[src/design/htw_pkg.sv]
`timescale 1ns / 1ps
`default_nettype none

package htw_pkg;

    // field widths
    localparam int ACTION_W   = 2;
    localparam int PERIOD_W   = 20;
    localparam int ID_W       = 32;
    localparam int TIME_W     = 64;
    localparam int KIND_W     = 2;
    localparam int ROUNDS_W   = 10;
    localparam int TICK_W     = 32;
    localparam int ADDR_W     = 3;

    // expiry report limit per beat and its counter
    localparam int REPORT_LIMIT = 32;
    localparam int REP_CNT_W    = 6;

    localparam logic [ROUNDS_W-1:0] ROUNDS_MAX = 10'd1023;
    localparam logic [TICK_W-1:0]   TICK_RST   = 32'd1000;

    typedef logic [ACTION_W-1:0] t_action;
    typedef logic [KIND_W-1:0]   t_kind;

    // input actions
    localparam t_action ACT_ADD        = 2'd0;
    localparam t_action ACT_CANCEL     = 2'd1;
    localparam t_action ACT_CANCEL_ALL = 2'd2;
    localparam t_action ACT_TIME       = 2'd3;

    // result kinds
    localparam t_kind KIND_ADD    = 2'd0;
    localparam t_kind KIND_CANCEL = 2'd1;
    localparam t_kind KIND_EXPIRE = 2'd2;

    // register index of tick_interval (paddr bit 2)
    localparam logic REG_TICK = 1'b0;

    // divider handshake
    typedef struct packed {
        logic start;
        logic done;
    } t_div_ctl;

endpackage

`default_nettype wire

[src/design/htw_if.sv]
`timescale 1ns / 1ps
`default_nettype none

// input channel
interface htw_in_if;
    import htw_pkg::*;
    logic                valid;
    logic                ready;
    logic [ACTION_W-1:0] action;
    logic [PERIOD_W-1:0] period_seconds;
    logic                periodic;
    logic [ID_W-1:0]     cancel_id;
    logic [TIME_W-1:0]   now_time;

    modport source (output valid, action, period_seconds, periodic, cancel_id, now_time,
                    input ready);
    modport sink   (input valid, action, period_seconds, periodic, cancel_id, now_time,
                    output ready);
endinterface

// result channel
interface htw_out_if;
    import htw_pkg::*;
    logic              valid;
    logic              ready;
    logic [KIND_W-1:0] result_kind;
    logic [ID_W-1:0]   timer_id;
    logic              ok;
    logic              last;

    modport source (output valid, result_kind, timer_id, ok, last, input ready);
    modport sink   (input valid, result_kind, timer_id, ok, last, output ready);
endinterface

`default_nettype wire

[src/design/htw_div.sv]
`timescale 1ns / 1ps
`default_nettype none

// Period split by the slot count through a reciprocal multiply, three pipeline stages:
// product, quotient, then remainder and saturated rounds. Done rises as the remainder and rounds are registered.
module htw_div
    import htw_pkg::*;
#(
    parameter int WHEEL_SLOTS = 1024,
    parameter int SW          = 10
) (
    input  wire                 i_clk,
    input  wire                 i_rst_n,
    input  wire  t_div_ctl      i_ctl,
    output t_div_ctl            o_ctl,
    input  wire  [PERIOD_W-1:0] i_period,
    output logic [SW-1:0]       o_rem,
    output logic [ROUNDS_W-1:0] o_rounds
);

    // reciprocal exact for every PERIOD_W-bit period, SW = ceil(log2(WHEEL_SLOTS))
    localparam int MW  = PERIOD_W + 2;
    localparam int PRW = PERIOD_W + MW;
    localparam longint unsigned RECIP =
        ((64'd1 << (PERIOD_W + SW)) / 64'(WHEEL_SLOTS)) + 64'd1;
    localparam logic [MW-1:0]       RECIP_C = MW'(RECIP);
    localparam logic [PERIOD_W-1:0] W_P     = PERIOD_W'(WHEEL_SLOTS);

    logic [PRW-1:0]      r_prod;
    logic [PERIOD_W-1:0] r_q;
    logic [SW-1:0]       r_rem;
    logic [ROUNDS_W-1:0] r_rounds;
    logic                r_s1;
    logic                r_s2;
    logic                r_done;

    logic [PRW-1:0]      prod_sh;
    logic [PERIOD_W-1:0] rem_w;

    assign prod_sh = r_prod >> (PERIOD_W + SW);
    assign rem_w   = i_period - r_q * W_P;

    // stage valids
    always_ff @(posedge i_clk) begin
        if (!i_rst_n) begin
            r_s1   <= 1'b0;
            r_s2   <= 1'b0;
            r_done <= 1'b0;
        end else begin
            r_s1   <= i_ctl.start;
            r_s2   <= r_s1;
            r_done <= r_s2;
        end
    end

    // datapath
    always_ff @(posedge i_clk) begin
        if (i_ctl.start) begin
            r_prod <= PRW'(i_period) * PRW'(RECIP_C);
        end
        if (r_s1) begin
            r_q <= prod_sh[PERIOD_W-1:0];
        end
        if (r_s2) begin
            r_rem    <= rem_w[SW-1:0];
            r_rounds <= (|r_q[PERIOD_W-1:ROUNDS_W]) ? ROUNDS_MAX : r_q[ROUNDS_W-1:0];
        end
    end

    assign o_ctl.start = 1'b0;
    assign o_ctl.done  = r_done;
    assign o_rem       = r_rem;
    assign o_rounds    = r_rounds;

endmodule

`default_nettype wire

[src/design/htw_tmem.sv]
`timescale 1ns / 1ps
`default_nettype none

// Timer table: one write port, one read port, registered read data.
module htw_tmem #(
    parameter int DEPTH = 32,
    parameter int AW    = 5,
    parameter int DW    = 80
) (
    input  wire           i_clk,
    input  wire           i_re,
    input  wire  [AW-1:0] i_raddr,
    output logic [DW-1:0] o_rdata,
    input  wire           i_we,
    input  wire  [AW-1:0] i_waddr,
    input  wire  [DW-1:0] i_wdata
);

    logic [DW-1:0] r_mem [DEPTH];
    logic [DW-1:0] r_rdata;

    always_ff @(posedge i_clk) begin
        if (i_we) begin
            r_mem[i_waddr] <= i_wdata;
        end
    end

    // read data holds while no read is issued
    always_ff @(posedge i_clk) begin
        if (i_re) begin
            r_rdata <= r_mem[i_raddr];
        end
    end

    assign o_rdata = r_rdata;

endmodule

`default_nettype wire

[src/design/hashed_timing_wheel.sv]
`timescale 1ns / 1ps
`default_nettype none

// Hashed timing wheel with WHEEL_SLOTS slots and a table of MAX_TIMERS timers held in a
// one-port-read, one-port-write memory. One input beat is worked at a time. An add with a
// free entry passes the three-stage reciprocal divider that splits the period into slot offset
// and rounds; with the table full it is refused. A cancel or an advancing time update scans the
// table, one entry a cycle while no stall holds it; each slot hit is written back from the
// registered read data, and a slow result sink stalls the scan. Cancel-all and a time update that
// does not advance skip the scan and give no result. Expiries come out in table order, the last
// result of a beat marked by last. The tick interval register sits at byte address 0 of the APB port.
module hashed_timing_wheel
    import htw_pkg::*;
#(
    parameter int WHEEL_SLOTS = 1024,
    parameter int MAX_TIMERS  = 32
) (
    input  wire               i_clk,
    input  wire               i_rst_n,
    htw_in_if.sink            i_in,
    htw_out_if.source         o_out,
    input  wire               i_psel,
    input  wire               i_penable,
    input  wire               i_pwrite,
    input  wire  [ADDR_W-1:0] i_paddr,
    input  wire  [31:0]       i_pwdata,
    output logic [31:0]       o_prdata,
    output logic              o_pready
);

    localparam int SW = $clog2(WHEEL_SLOTS);
    localparam int IW = (MAX_TIMERS > 1) ? $clog2(MAX_TIMERS) : 1;
    localparam int CW = $clog2(MAX_TIMERS + 1) + 1;
    localparam logic [SW:0] W_C = {1'b0, {SW{1'b0}}} + (SW + 1)'(WHEEL_SLOTS);

    typedef struct packed {
        logic [ID_W-1:0]     id;
        logic [SW-1:0]       slot;
        logic [ROUNDS_W-1:0] rounds;
        logic [SW-1:0]       off;
        logic [ROUNDS_W-1:0] reload;
        logic                periodic;
    } t_entry;

    localparam int DW = $bits(t_entry);

    // states
    localparam logic [2:0] S_IDLE = 3'd0;
    localparam logic [2:0] S_DIV  = 3'd1;
    localparam logic [2:0] S_ADDW = 3'd2;
    localparam logic [2:0] S_TCHK = 3'd3;
    localparam logic [2:0] S_SCAN = 3'd4;
    localparam logic [2:0] S_FIN  = 3'd5;

    logic [2:0]            r_state;
    logic [TICK_W-1:0]     r_tick;
    logic [MAX_TIMERS-1:0] r_valid;
    logic [SW-1:0]         r_cur;
    logic [ID_W-1:0]       r_next_id;
    logic [TIME_W-1:0]     r_last_time;

    // latched beat
    t_action               r_op;
    logic [PERIOD_W-1:0]   r_period;
    logic                  r_periodic;
    logic [ID_W-1:0]       r_cancel_id;
    logic [TIME_W-1:0]     r_now;
    logic [IW-1:0]         r_add_ix;
    logic                  r_add_ok;

    // scan pipeline
    logic [CW-1:0]         r_rd_ix;
    logic [IW-1:0]         r_ck_ix;
    logic                  r_ck_vld;
    logic                  r_found;
    logic                  r_pend_vld;
    logic [ID_W-1:0]       r_pend_id;
    logic [REP_CNT_W-1:0]  r_rep_cnt;

    // result register
    logic                  r_out_vld;
    t_kind                 r_out_kind;
    logic [ID_W-1:0]       r_out_id;
    logic                  r_out_ok;
    logic                  r_out_last;

    // free entry search
    logic                  free_any;
    logic [IW-1:0]         free_ix;

    always_comb begin
        free_any = 1'b0;
        free_ix  = '0;
        for (int k = MAX_TIMERS - 1; k >= 0; k--) begin
            if (!r_valid[k]) begin
                free_any = 1'b1;
                free_ix  = IW'(k);
            end
        end
    end

    // divider
    t_div_ctl            div_in;
    t_div_ctl            div_out;
    logic [SW-1:0]       div_rem;
    logic [ROUNDS_W-1:0] div_rounds;

    htw_div #(
        .WHEEL_SLOTS (WHEEL_SLOTS),
        .SW          (SW)
    ) u_div (
        .i_clk    (i_clk),
        .i_rst_n  (i_rst_n),
        .i_ctl    (div_in),
        .o_ctl    (div_out),
        .i_period (r_period),
        .o_rem    (div_rem),
        .o_rounds (div_rounds)
    );

    // slot arithmetic: current slot plus an offset, wrapped
    function automatic logic [SW-1:0] wrap_slot(input logic [SW-1:0] cur,
                                                input logic [SW-1:0] off);
        logic [SW:0] sum;
        sum = {1'b0, cur} + {1'b0, off};
        if (sum >= W_C) begin
            sum = sum - W_C;
        end
        return sum[SW-1:0];
    endfunction

    // table memory
    logic          mem_re;
    logic [IW-1:0] mem_raddr;
    logic [DW-1:0] mem_rdata;
    logic          mem_we;
    logic [IW-1:0] mem_waddr;
    t_entry        mem_wdata;
    t_entry        q;

    htw_tmem #(
        .DEPTH (MAX_TIMERS),
        .AW    (IW),
        .DW    (DW)
    ) u_tmem (
        .i_clk   (i_clk),
        .i_re    (mem_re),
        .i_raddr (mem_raddr),
        .o_rdata (mem_rdata),
        .i_we    (mem_we),
        .i_waddr (mem_waddr),
        .i_wdata (mem_wdata)
    );

    assign q = t_entry'(mem_rdata);

    // handshakes
    logic in_acc;
    logic out_free;
    logic cfg_wr;

    assign in_acc   = i_in.valid && (r_state == S_IDLE);
    assign out_free = !r_out_vld || o_out.ready;
    assign cfg_wr   = i_psel && i_penable && i_pwrite;

    // checked entry decode
    logic hit_valid;
    logic is_cancel;
    logic cancel_hit;
    logic in_slot;
    logic expire;
    logic report;
    logic push;
    logic stall;
    logic rd_more;
    logic scan_end;
    logic fin_go;
    logic out_load;

    assign hit_valid  = r_ck_vld && r_valid[r_ck_ix];
    assign is_cancel  = (r_op == ACT_CANCEL);
    assign cancel_hit = is_cancel && hit_valid && (q.id == r_cancel_id) && !r_found;
    assign in_slot    = !is_cancel && hit_valid && (q.slot == r_cur);
    assign expire     = in_slot && (q.rounds == '0);
    assign report     = expire && (r_rep_cnt < REP_CNT_W'(REPORT_LIMIT));
    assign push       = report && r_pend_vld;
    assign stall      = (r_state == S_SCAN) && push && !out_free;
    assign rd_more    = r_rd_ix < CW'(MAX_TIMERS);
    assign scan_end   = (r_state == S_SCAN) && !stall && !r_ck_vld && !rd_more;
    assign fin_go     = is_cancel ? out_free : (!r_pend_vld || out_free);

    // result register loads a new beat
    assign out_load = ((r_state == S_ADDW) && out_free)
                   || ((r_state == S_SCAN) && !stall && push)
                   || ((r_state == S_FIN) && fin_go && (is_cancel || r_pend_vld));

    assign mem_re    = (r_state == S_SCAN) && !stall && rd_more;
    assign mem_raddr = r_rd_ix[IW-1:0];

    // write port: add fills an entry, scan writes back a slot hit
    logic [ID_W-1:0] n_next_id;

    assign n_next_id = (r_next_id + 1'b1 == '0) ? ID_W'(1) : r_next_id + 1'b1;

    always_comb begin
        mem_we    = 1'b0;
        mem_waddr = r_ck_ix;
        mem_wdata = q;
        if (r_state == S_ADDW) begin
            mem_we             = r_add_ok && out_free;
            mem_waddr          = r_add_ix;
            mem_wdata.id       = n_next_id;
            mem_wdata.slot     = wrap_slot(r_cur, div_rem);
            mem_wdata.rounds   = div_rounds;
            mem_wdata.off      = div_rem;
            mem_wdata.reload   = div_rounds;
            mem_wdata.periodic = r_periodic;
        end else if ((r_state == S_SCAN) && !stall && in_slot) begin
            mem_we = 1'b1;
            if (expire) begin
                mem_wdata.slot   = wrap_slot(r_cur, q.off);
                mem_wdata.rounds = q.reload;
            end else begin
                mem_wdata.rounds = q.rounds - 1'b1;
            end
        end
    end

    assign div_in.start = (r_state == S_DIV) && !r_add_ok;
    assign div_in.done  = 1'b0;

    // time check
    logic [TIME_W-1:0] diff;
    logic              tick_go;

    assign diff    = r_now - r_last_time;
    assign tick_go = !diff[TIME_W-1] && (diff >= {{(TIME_W - TICK_W){1'b0}}, r_tick});

    // control
    always_ff @(posedge i_clk) begin
        if (!i_rst_n) begin
            r_state     <= S_IDLE;
            r_tick      <= TICK_RST;
            r_valid     <= '0;
            r_cur       <= '0;
            r_next_id   <= '0;
            r_last_time <= '0;
            r_ck_vld    <= 1'b0;
            r_out_vld   <= 1'b0;
            r_add_ok    <= 1'b0;
        end else begin
            if (cfg_wr && (i_paddr[2] == REG_TICK)) begin
                r_tick <= i_pwdata;
            end
            if (out_load) begin
                r_out_vld <= 1'b1;
            end else if (o_out.ready) begin
                r_out_vld <= 1'b0;
            end

            case (r_state)
                S_IDLE: begin
                    if (in_acc) begin
                        case (i_in.action)
                            ACT_ADD: begin
                                r_add_ok <= 1'b0;
                                r_state  <= free_any ? S_DIV : S_ADDW;
                            end
                            ACT_CANCEL: begin
                                r_state <= S_SCAN;
                            end
                            ACT_CANCEL_ALL: begin
                                r_valid <= '0;
                            end
                            default: begin
                                r_state <= S_TCHK;
                            end
                        endcase
                    end
                end

                // r_add_ok marks the divider as started
                S_DIV: begin
                    r_add_ok <= 1'b1;
                    if (div_out.done) begin
                        r_state <= S_ADDW;
                    end
                end

                S_ADDW: begin
                    if (out_free) begin
                        r_out_kind <= KIND_ADD;
                        r_out_ok   <= r_add_ok;
                        r_out_last <= 1'b1;
                        r_out_id   <= r_add_ok ? n_next_id : '0;
                        if (r_add_ok) begin
                            r_next_id         <= n_next_id;
                            r_valid[r_add_ix] <= 1'b1;
                        end
                        r_state <= S_IDLE;
                    end
                end

                S_TCHK: begin
                    if (tick_go) begin
                        r_last_time <= r_now;
                        r_state     <= S_SCAN;
                    end else begin
                        r_state <= S_IDLE;
                    end
                end

                S_SCAN: begin
                    if (!stall) begin
                        r_ck_vld <= mem_re;
                        if (cancel_hit || (expire && !q.periodic)) begin
                            r_valid[r_ck_ix] <= 1'b0;
                        end
                        if (push) begin
                            r_out_kind <= KIND_EXPIRE;
                            r_out_id   <= r_pend_id;
                            r_out_ok   <= 1'b1;
                            r_out_last <= 1'b0;
                        end
                        if (scan_end) begin
                            r_state <= S_FIN;
                        end
                    end
                end

                S_FIN: begin
                    if (fin_go) begin
                        if (is_cancel) begin
                            r_out_kind <= KIND_CANCEL;
                            r_out_id   <= r_cancel_id;
                            r_out_ok   <= r_found;
                            r_out_last <= 1'b1;
                        end else begin
                            r_cur <= (r_cur == SW'(WHEEL_SLOTS - 1)) ? '0 : r_cur + 1'b1;
                            if (r_pend_vld) begin
                                r_out_kind <= KIND_EXPIRE;
                                r_out_id   <= r_pend_id;
                                r_out_ok   <= 1'b1;
                                r_out_last <= 1'b1;
                            end
                        end
                        r_state <= S_IDLE;
                    end
                end

                default: begin
                    r_state <= S_IDLE;
                end
            endcase
        end
    end

    // beat capture and scan bookkeeping
    always_ff @(posedge i_clk) begin
        if (in_acc) begin
            r_op        <= i_in.action;
            r_period    <= i_in.period_seconds;
            r_periodic  <= i_in.periodic;
            r_cancel_id <= i_in.cancel_id;
            r_now       <= i_in.now_time;
            r_add_ix    <= free_ix;
            r_rd_ix     <= '0;
            r_found     <= 1'b0;
            r_pend_vld  <= 1'b0;
            r_rep_cnt   <= '0;
        end else if ((r_state == S_SCAN) && !stall) begin
            r_ck_ix <= r_rd_ix[IW-1:0];
            if (mem_re) begin
                r_rd_ix <= r_rd_ix + 1'b1;
            end
            if (cancel_hit) begin
                r_found <= 1'b1;
            end
            if (report) begin
                r_pend_vld <= 1'b1;
                r_pend_id  <= q.id;
                r_rep_cnt  <= r_rep_cnt + 1'b1;
            end
        end
    end

    // ports
    assign i_in.ready        = (r_state == S_IDLE);
    assign o_out.valid       = r_out_vld;
    assign o_out.result_kind = r_out_kind;
    assign o_out.timer_id    = r_out_id;
    assign o_out.ok          = r_out_ok;
    assign o_out.last        = r_out_last;
    assign o_pready          = 1'b1;
    assign o_prdata          = (i_paddr[2] == REG_TICK) ? r_tick : '0;

endmodule

`default_nettype wire

[src/flat_wrapper.sv]
// flat-port wrapper written by rule: the top's interface ports become plain ports
module hashed_timing_wheel_flat import htw_pkg::*;
#(
    parameter int WHEEL_SLOTS = 1024,
    parameter int MAX_TIMERS  = 32
)
  (i_clk, i_rst_n, i_psel, i_penable, i_pwrite, i_paddr, i_pwdata, o_prdata, o_pready, i_in_valid, i_in_action, i_in_period_seconds, i_in_periodic, i_in_cancel_id, i_in_now_time, i_in_ready, o_out_valid, o_out_result_kind, o_out_timer_id, o_out_ok, o_out_last, o_out_ready);
  htw_in_if i_in_i ();
  htw_out_if o_out_i ();
  input  wire i_clk;
  input  wire i_rst_n;
  input  wire i_psel;
  input  wire i_penable;
  input  wire i_pwrite;
  input  wire  [ADDR_W-1:0] i_paddr;
  input  wire  [31:0] i_pwdata;
  output logic [31:0] o_prdata;
  output logic o_pready;
  input wire logic [$bits(i_in_i.valid)-1:0] i_in_valid;
  input wire logic [$bits(i_in_i.action)-1:0] i_in_action;
  input wire logic [$bits(i_in_i.period_seconds)-1:0] i_in_period_seconds;
  input wire logic [$bits(i_in_i.periodic)-1:0] i_in_periodic;
  input wire logic [$bits(i_in_i.cancel_id)-1:0] i_in_cancel_id;
  input wire logic [$bits(i_in_i.now_time)-1:0] i_in_now_time;
  output wire logic [$bits(i_in_i.ready)-1:0] i_in_ready;
  output wire logic [$bits(o_out_i.valid)-1:0] o_out_valid;
  output wire logic [$bits(o_out_i.result_kind)-1:0] o_out_result_kind;
  output wire logic [$bits(o_out_i.timer_id)-1:0] o_out_timer_id;
  output wire logic [$bits(o_out_i.ok)-1:0] o_out_ok;
  output wire logic [$bits(o_out_i.last)-1:0] o_out_last;
  input wire logic [$bits(o_out_i.ready)-1:0] o_out_ready;
  assign i_in_i.valid = i_in_valid;
  assign i_in_i.action = i_in_action;
  assign i_in_i.period_seconds = i_in_period_seconds;
  assign i_in_i.periodic = i_in_periodic;
  assign i_in_i.cancel_id = i_in_cancel_id;
  assign i_in_i.now_time = i_in_now_time;
  assign i_in_ready = i_in_i.ready;
  assign o_out_valid = o_out_i.valid;
  assign o_out_result_kind = o_out_i.result_kind;
  assign o_out_timer_id = o_out_i.timer_id;
  assign o_out_ok = o_out_i.ok;
  assign o_out_last = o_out_i.last;
  assign o_out_i.ready = o_out_ready;
  hashed_timing_wheel #(.WHEEL_SLOTS(WHEEL_SLOTS), .MAX_TIMERS(MAX_TIMERS)) u_core (.i_clk(i_clk), .i_rst_n(i_rst_n), .i_in(i_in_i), .o_out(o_out_i), .i_psel(i_psel), .i_penable(i_penable), .i_pwrite(i_pwrite), .i_paddr(i_paddr), .i_pwdata(i_pwdata), .o_prdata(o_prdata), .o_pready(o_pready));
endmodule
[config.mk]
export PLATFORM = sky130hd
export DESIGN_NAME = hashed_timing_wheel_flat
export DESIGN_NICKNAME = d
export VERILOG_FILES = /design/src/design/htw_pkg.sv /design/src/design/htw_if.sv /design/src/design/htw_div.sv /design/src/design/htw_tmem.sv /design/src/design/hashed_timing_wheel.sv /design/src/flat_wrapper.sv
export SDC_FILE = /design/constraint.sdc
export NUM_CORES = 2
export LEC_CHECK = 0
export BUFFER_PORTS_ARGS = -buffer_cell sky130_fd_sc_hd__buf_2
export CORE_UTILIZATION = 35
export DETAILED_ROUTE_END_ITERATION = 6
export PLACE_DENSITY_LB_ADDON = 0.15
export SLEW_MARGIN = 10
export SYNTH_ARGS = -nofsm -noshare
export SYNTH_HDL_FRONTEND = slang
export SYNTH_SLANG_ARGS = --single-unit
export TNS_END_PERCENT = 10
[constraint.sdc]
create_clock -name i_clk -period 10.7 [get_ports i_clk]
set_input_delay 1.605 -clock i_clk [delete_from_list [all_inputs] [get_ports i_clk]]
set_output_delay 1.605 -clock i_clk [all_outputs]
set_load 0.1 [all_outputs]
# After elaboration in Yosys (flattened, before gate mapping)
# Memory sizes are Yosys's and may differ from the RTL's. A register that Yosys moved wholly into a read port is not among the register bits.
# Cells that the tools add are included.
totals:
  out_inout_bits: 71
  wordCells: 297
  ram_bits: 2336
  memories: 1
  regBits: 463
  in_bits: 161
mem_list:
  columns: ["memory", "words", "word_bits", "read_ports", "rd_ports_with_merged_regs", "wr", "line_no", "rtl"]
  rows:
  - ["u_core.u_tmem.r_mem", 32, 73, 1, 1, 1, "htw_tmem.sv:19", "logic [DW-1:0] r_mem [DEPTH];"]
classes:
  mul: 1
  bitwise_logic: 7
  reduce_logical: 72
  n_mux: 136
  order_cmp: 9
  n_eq_ne: 24
  n_addsub: 11
op_table:
  columns: ["operator", "n"]
  rows:
  - ["$mux W32", 16]
  - ["$pmux W32 S3", 2]
  - ["$mux W5", 17]
  - ["$ge A64 B32 Y1", 1]
  - ["$sub A64 B64 Y64", 1]
  - ["$mux W1", 56]
  - ["$mux W10", 5]
  - ["$mul A20 B21 Y41 const B", 1]
  - ["$mux W20", 2]
  - ["$sub A10 B1 Y10 const B", 4]
  - ["$mux W3", 11]
  - ["$add A32 B1 Y32 const B", 1]
  - ["$and A32 B32 Y32", 1]
  - ["$eq A32 B32 Y1", 1]
  - ["$logic_not A32 Y1", 1]
  - ["$mux W4", 8]
  - ["$not A32 Y32", 1]
  - ["$or A32 B32 Y32", 1]
  - ["$logic_and A1 B1 Y1", 30]
  - ["$add A10 B10 Y11", 2]
  - ["$ge A11 B11 Y1 const B", 2]
  - ["$mux W21", 1]
  - ["$reduce_and A7 Y1", 3]
  - ["$mux W2", 9]
  - ["37 further kinds", 83]

# Logic depth before layout (Yosys ltp)
logic_depth:
  ltp_word: 36
  depth_mapped: 26

# By module
# A second synthesis with hierarchy kept.
unflattened:
  cells_unflattened: 6506
  hier_area_um2: 117659.1
by_module_without_submodules:
  columns: ["mod", "seq_area_each_um2", "cells_each", "area_each_um2", "n_inst"]
  rows:
  - ["htw_tmem", 72339.4, 3529, 90848.4, 1]
  - ["hashed_timing_wheel", 9739.3, 2928, 25512.0, 1]
  - ["htw_div", 1261.2, 49, 1298.7, 1]

# Least setup slack after synthesis
# Ideal clock, no wire load.
synth_timing:
  kind: "reg-to-reg"
  startpoint: "register u_core.r_state[0]"
  endpoint: "register u_core.r_add_ix[0] (enable)"
  path_slack_ns: 3.364
  synth_period_minus_slack_ns: 7.336
  arrival_ns: 6.799
  path_stages_with_launch: 6
  t_required_ns: 10.163
  path_buffers: 2
  cell_sequence: "dfxtp_1 > clkbuf_1 > nor3_1 > nand2_1 > inv_1 > clkbuf_1"
synth_via:
  elab_chain_len: 2
synth_rtl:
  columns: ["item", "line_no", "rtl"]
  rows:
  - ["start, declared", "hashed_timing_wheel.sv:55", "logic [2:0] r_state;"]
  - ["start signal, assigned", "hashed_timing_wheel.sv:267", "r_state <= free_any ? S_DIV : S_ADDW;"]
  - ["$logic_not A3 Y1", null, null]
  - ["via i_in_ready", "flat_wrapper.sv:25", "output wire logic [$bits(i_in_i.ready)-1:0] i_in_ready;"]
  - ["$logic_and A1 B1 Y1", "hashed_timing_wheel.sv:162", "assign in_acc = i_in.valid && (r_state == S_IDLE);"]
  - ["via u_core.in_acc", "hashed_timing_wheel.sv:158", "logic in_acc;"]
  - ["end signal, assigned", "hashed_timing_wheel.sv:366", "r_add_ix <= free_ix;"]
  - ["end, declared", "hashed_timing_wheel.sv:68", "logic [IW-1:0] r_add_ix;"]
# The timed path passes the listed nets, and every way through them passes these cells.
# A chain may end at the register's enable or synchronous reset.

# Final worst setup path
layout_timing:
  startpoint: "register u_core.r_now[0]"
  endpoint: "register u_core.r_last_time[54]"
layout_via:
  elab_chain_len: 4
layout_rtl:
  columns: ["item", "line_no", "rtl"]
  rows:
  - ["start, declared", "hashed_timing_wheel.sv:67", "logic [TIME_W-1:0] r_now;"]
  - ["start signal, assigned", "hashed_timing_wheel.sv:365", "r_now <= i_in.now_time;"]
  - ["$sub A64 B64 Y64 *", "hashed_timing_wheel.sv:236", "assign diff = r_now - r_last_time;"]
  - ["$ge A64 B32 Y1 / $logic_not A1 Y1 (equally long branches)", "hashed_timing_wheel.sv:237", "assign tick_go = !diff[TIME_W-1] && (diff >= {{(TIME_W - TICK_W){1'b0}}, r_tick});"]
  - ["$logic_and A1 B1 Y1 *", "hashed_timing_wheel.sv:237", null]
  - ["$reduce_and A2 Y1 (no line) *", null, null]
  - ["end signal, assigned", "hashed_timing_wheel.sv:306", "r_last_time <= r_now;"]
  - ["end, declared", "hashed_timing_wheel.sv:60", "logic [TIME_W-1:0] r_last_time;"]
# Every way passes the cells marked *; elsewhere a longest branch is shown, timed or not.

==> metrics.md <==
| Metric | Value |
|---|---|
| Grt ovf | `0` |
| CTS Hold Bufs | `0` |
| Total GRT Usage | `20.3%` |
| Hold crit path type | `reg -> reg` |
| Crit. path cell count | `25` |
| Final Critical Period | `8.13 ns` |
| Req. time, crit path | `11.45 ns` |
| Mapped Cells | `6,554` |
| DP HPWL | `184,000 um` |
| Final Wtd Congestion | `0.849` |
| Total chip power | `26.1 mW` |
| Clock skew | `0.0530 ns` |
| Peak supply drop | `0.116 mV` |
| Drt initial violations | `6,733` |
| Core Area | `334,000 um^2` |
| Final Setup Violations | `0` |
| Clk_lat worst skew | `0.92 ns` |
| IO Pins | `232` |
| Largest net degree at the start of global routing | `144` |
| Dpl ws | `2.64 ns` |
| Post-cts resize count | `0` |
| Most used flip-flop cell after synthesis | `edfxtp_1` |
| Post-Syn Area | `117,000 um^2` |
| Least-Margin Pin Slew | `1.28 ns` |
| Drt pass-1 iters | `6` |
| Crit end category | `register` |
| Final TNS setup | `0 ns` |
| Reg clk slew, reported paths | `0.06 ns` |
| Share of cells above drive strength 1 | `25.3%` |
| Die X | `581 um` |
| Max Root-Sink Buffers | `4` |
| Std cell rows | `212` |
| CTS buffer count | `321` |
| Worst path max stage delay | `0.75 ns` |
| Synth Net Count | `6,836` |
| DR DRC count | `0` |
| Final ANT Viol Nets | `0` |
| Max-Cap Viols | `0` |
| Clock tree sinks | `2,840` |
| Distinct cells, synth | `83` |
| Slowest-stage cell, CP | `o31ai_1` |
| Final-report hold violation count | `0` |
| CTS tree | `yes` |
| Nets | `7,151` |
| Routed len/inst | `30.4 um` |
| Delay-heaviest family, CP | `compound AO/OA/AOI/OAI gates` |
| Die Area | `338,000 um^2` |
| Post CTS Setup Buffer Count | `0` |
| Post-synthesis average cell area | `17.9 um^2` |
| Sequential fraction of the synthesis area | `71.0%` |
| Initial antenna violation count | `14` |
| Startpoint types | `register` |
| Slew Limit Fails | `0` |
| Slew headroom | `14.6%` |
| Initial core utilization | `35.2%` |
| RSZ-0062 raised after global routing | `no` |
| Final WL | `350,000 um` |
| Vias | `64,775` |
| Crit share post-route | `76.0%` |
| CP Max Fanout | `39` |
| Final WS setup | `2.57 ns` |
| Synth-to-Final Area Change | `14.5%` |
| First-pass GRT wire length | `494,000 um` |
| R2R cell count | `25` |
| Post-layout util | `40.3%` |
| Commonest non-fill, non-tap cell in the layout | `edfxtp_1` |
| Via density | `5.63` |
| Htree depth | `5` |
| Hold path cells | `0` |
| Number of synthesis warnings | `0` |
| DIE HEIGHT | `581 um` |
| Most frequent cells in the layout | `edfxtp_1 (2,646), mux4_2 (738), nand2_1 (482), clkbuf_16 (328), buf_2 (227)` |
| EDFF count, synth | `2,646` |
| CTS root buf | `clkbuf_16` |
| Fmax | `123 MHz` |
| Vias in the first global route | `65,410` |
| PD cells | `194 nW/um^2` |
| #FFs+latches synth | `2,840` |
| Worst path buffer plus inverter count | `4` |
| Leak | `41.1 nW` |
| FFs w/ async S/R, synth | `0%` |
| CP Class | `reg -> reg` |
| Status | `complete, no violations` |
| IO Port Bufs | `228` |
| Crit path DAT | `8.88 ns` |
[Yosys cell counts, drive strengths merged, types with 6 or more instances]
library cell	instances	area, um^2
o31ai	11	82.6
xor2	70	613
nor2	228	856
nand2	486	1820
o21ai	188	945
a211oi	25	193
and3b	6	52.6
o21a	14	105
nand3	120	601
a22oi	38	285
a21oi	206	1050
edfxtp	2646	79500
nor2b	22	138
a31oi	120	751
clkbuf	282	1060
a2111oi	6	58.8
or2	9	56.3
or3	25	156
and2	17	106
buf	99	498
mux4	738	16600
o21bai	12	90.1
nand3b	6	45.0
nor3	199	1010
mux2i	15	150
xnor2	94	823
o221ai	67	900
nor4	18	113
ha	118	1480
and3	20	125
inv	145	544
o211ai	22	165
a21o	24	180
and4	12	105
nand4	64	400
a21boi	8	60.1
dfxtp	194	3880
nand2b	18	113
mux2	74	833
or4	7	52.6
a22o	7	61.3
o221a	7	78.8
[layout make-up]
cell class,instances,area (um^2)
Antenna cell,4,10.0
Clock inverter,162,1370
Inverter,145,553
Tap cell,4387,5490
Timing Repair Buffer,373,2510
Clock buffer,410,8590
Sequential cell,2840,83400
Multi-Input combinational cell,3188,32500
Fill cell,30040,199000
[registers in the layout, indices dropped and copies added, names as in the netlist, 20 cells and up]
signal	count
u_core.u_tmem.r_mem	2336
u_core.u_tmem.o_rdata	73
u_core.r_last_time	64
u_core.r_now	64
u_core.o_out.timer_id	32
u_core.r_cancel_id	32
u_core.r_next_id	32
u_core.r_pend_id	32
u_core.r_tick	32
u_core.r_valid	32
u_core.r_period	20
[metal layers]
metal	part of all wire (%)	track usage (%)	vias to the layer above
li1	-	-	27196
met2	48	33.0	2218
met5	0.0023	0	-
met1	45	29.1	34909
met4	2.1	4.34	2
met3	5.8	2.81	450
[where the power goes]
group	internal, mW	total (mW)	switching, mW
clock network	6.14	10.6	4.49
logic	1.02	2.78	1.76
registers	12.6	12.7	0.154
[kinds of logic after synthesis]
group	share of synthesized area, %
other	0.00319
AND/OR/NAND/NOR	5.00
flip-flops	71.0
buffers and inverters	1.79
XOR/XNOR	1.22
multiplexers	15.0
adder cells (fa/ha/maj)	1.31
AO/OA/AOI/OAI	4.67
[metrics by stage]
| stage | area, um^2 | std cells | hold WS [ns] |
|---|---|---|---|
| final | 134000 | 11509 | 0.417 |
| after detailed placement | 124000 | 10933 | 0.405 |
| after CTS | 134000 | 11505 | 0.420 |
| after global placement | 124000 | 10931 | 0.402 |
| after floorplan | 117000 | 6554 | 0.400 |
| after global routing | 134000 | 11507 | 0.425 |
[path summary, 6_finish.rpt]
check | slack [ns] | from | end
worst max-delay path | 2.57 | u_core.r_now[0]$_DFFE_PP_ | u_core.r_last_time[54]$_SDFFE_PN0P_
worst max register to register | 2.57 | u_core.r_now[0]$_DFFE_PP_ | u_core.r_last_time[54]$_SDFFE_PN0P_
worst min-delay path | 0.42 | u_core.r_period[17]$_DFFE_PP_ | u_core.u_div.r_prod[37]$_DFFE_PP_
worst min register to register | 0.42 | u_core.r_period[17]$_DFFE_PP_ | u_core.u_div.r_prod[37]$_DFFE_PP_
(Power assumes the default switching activity.)
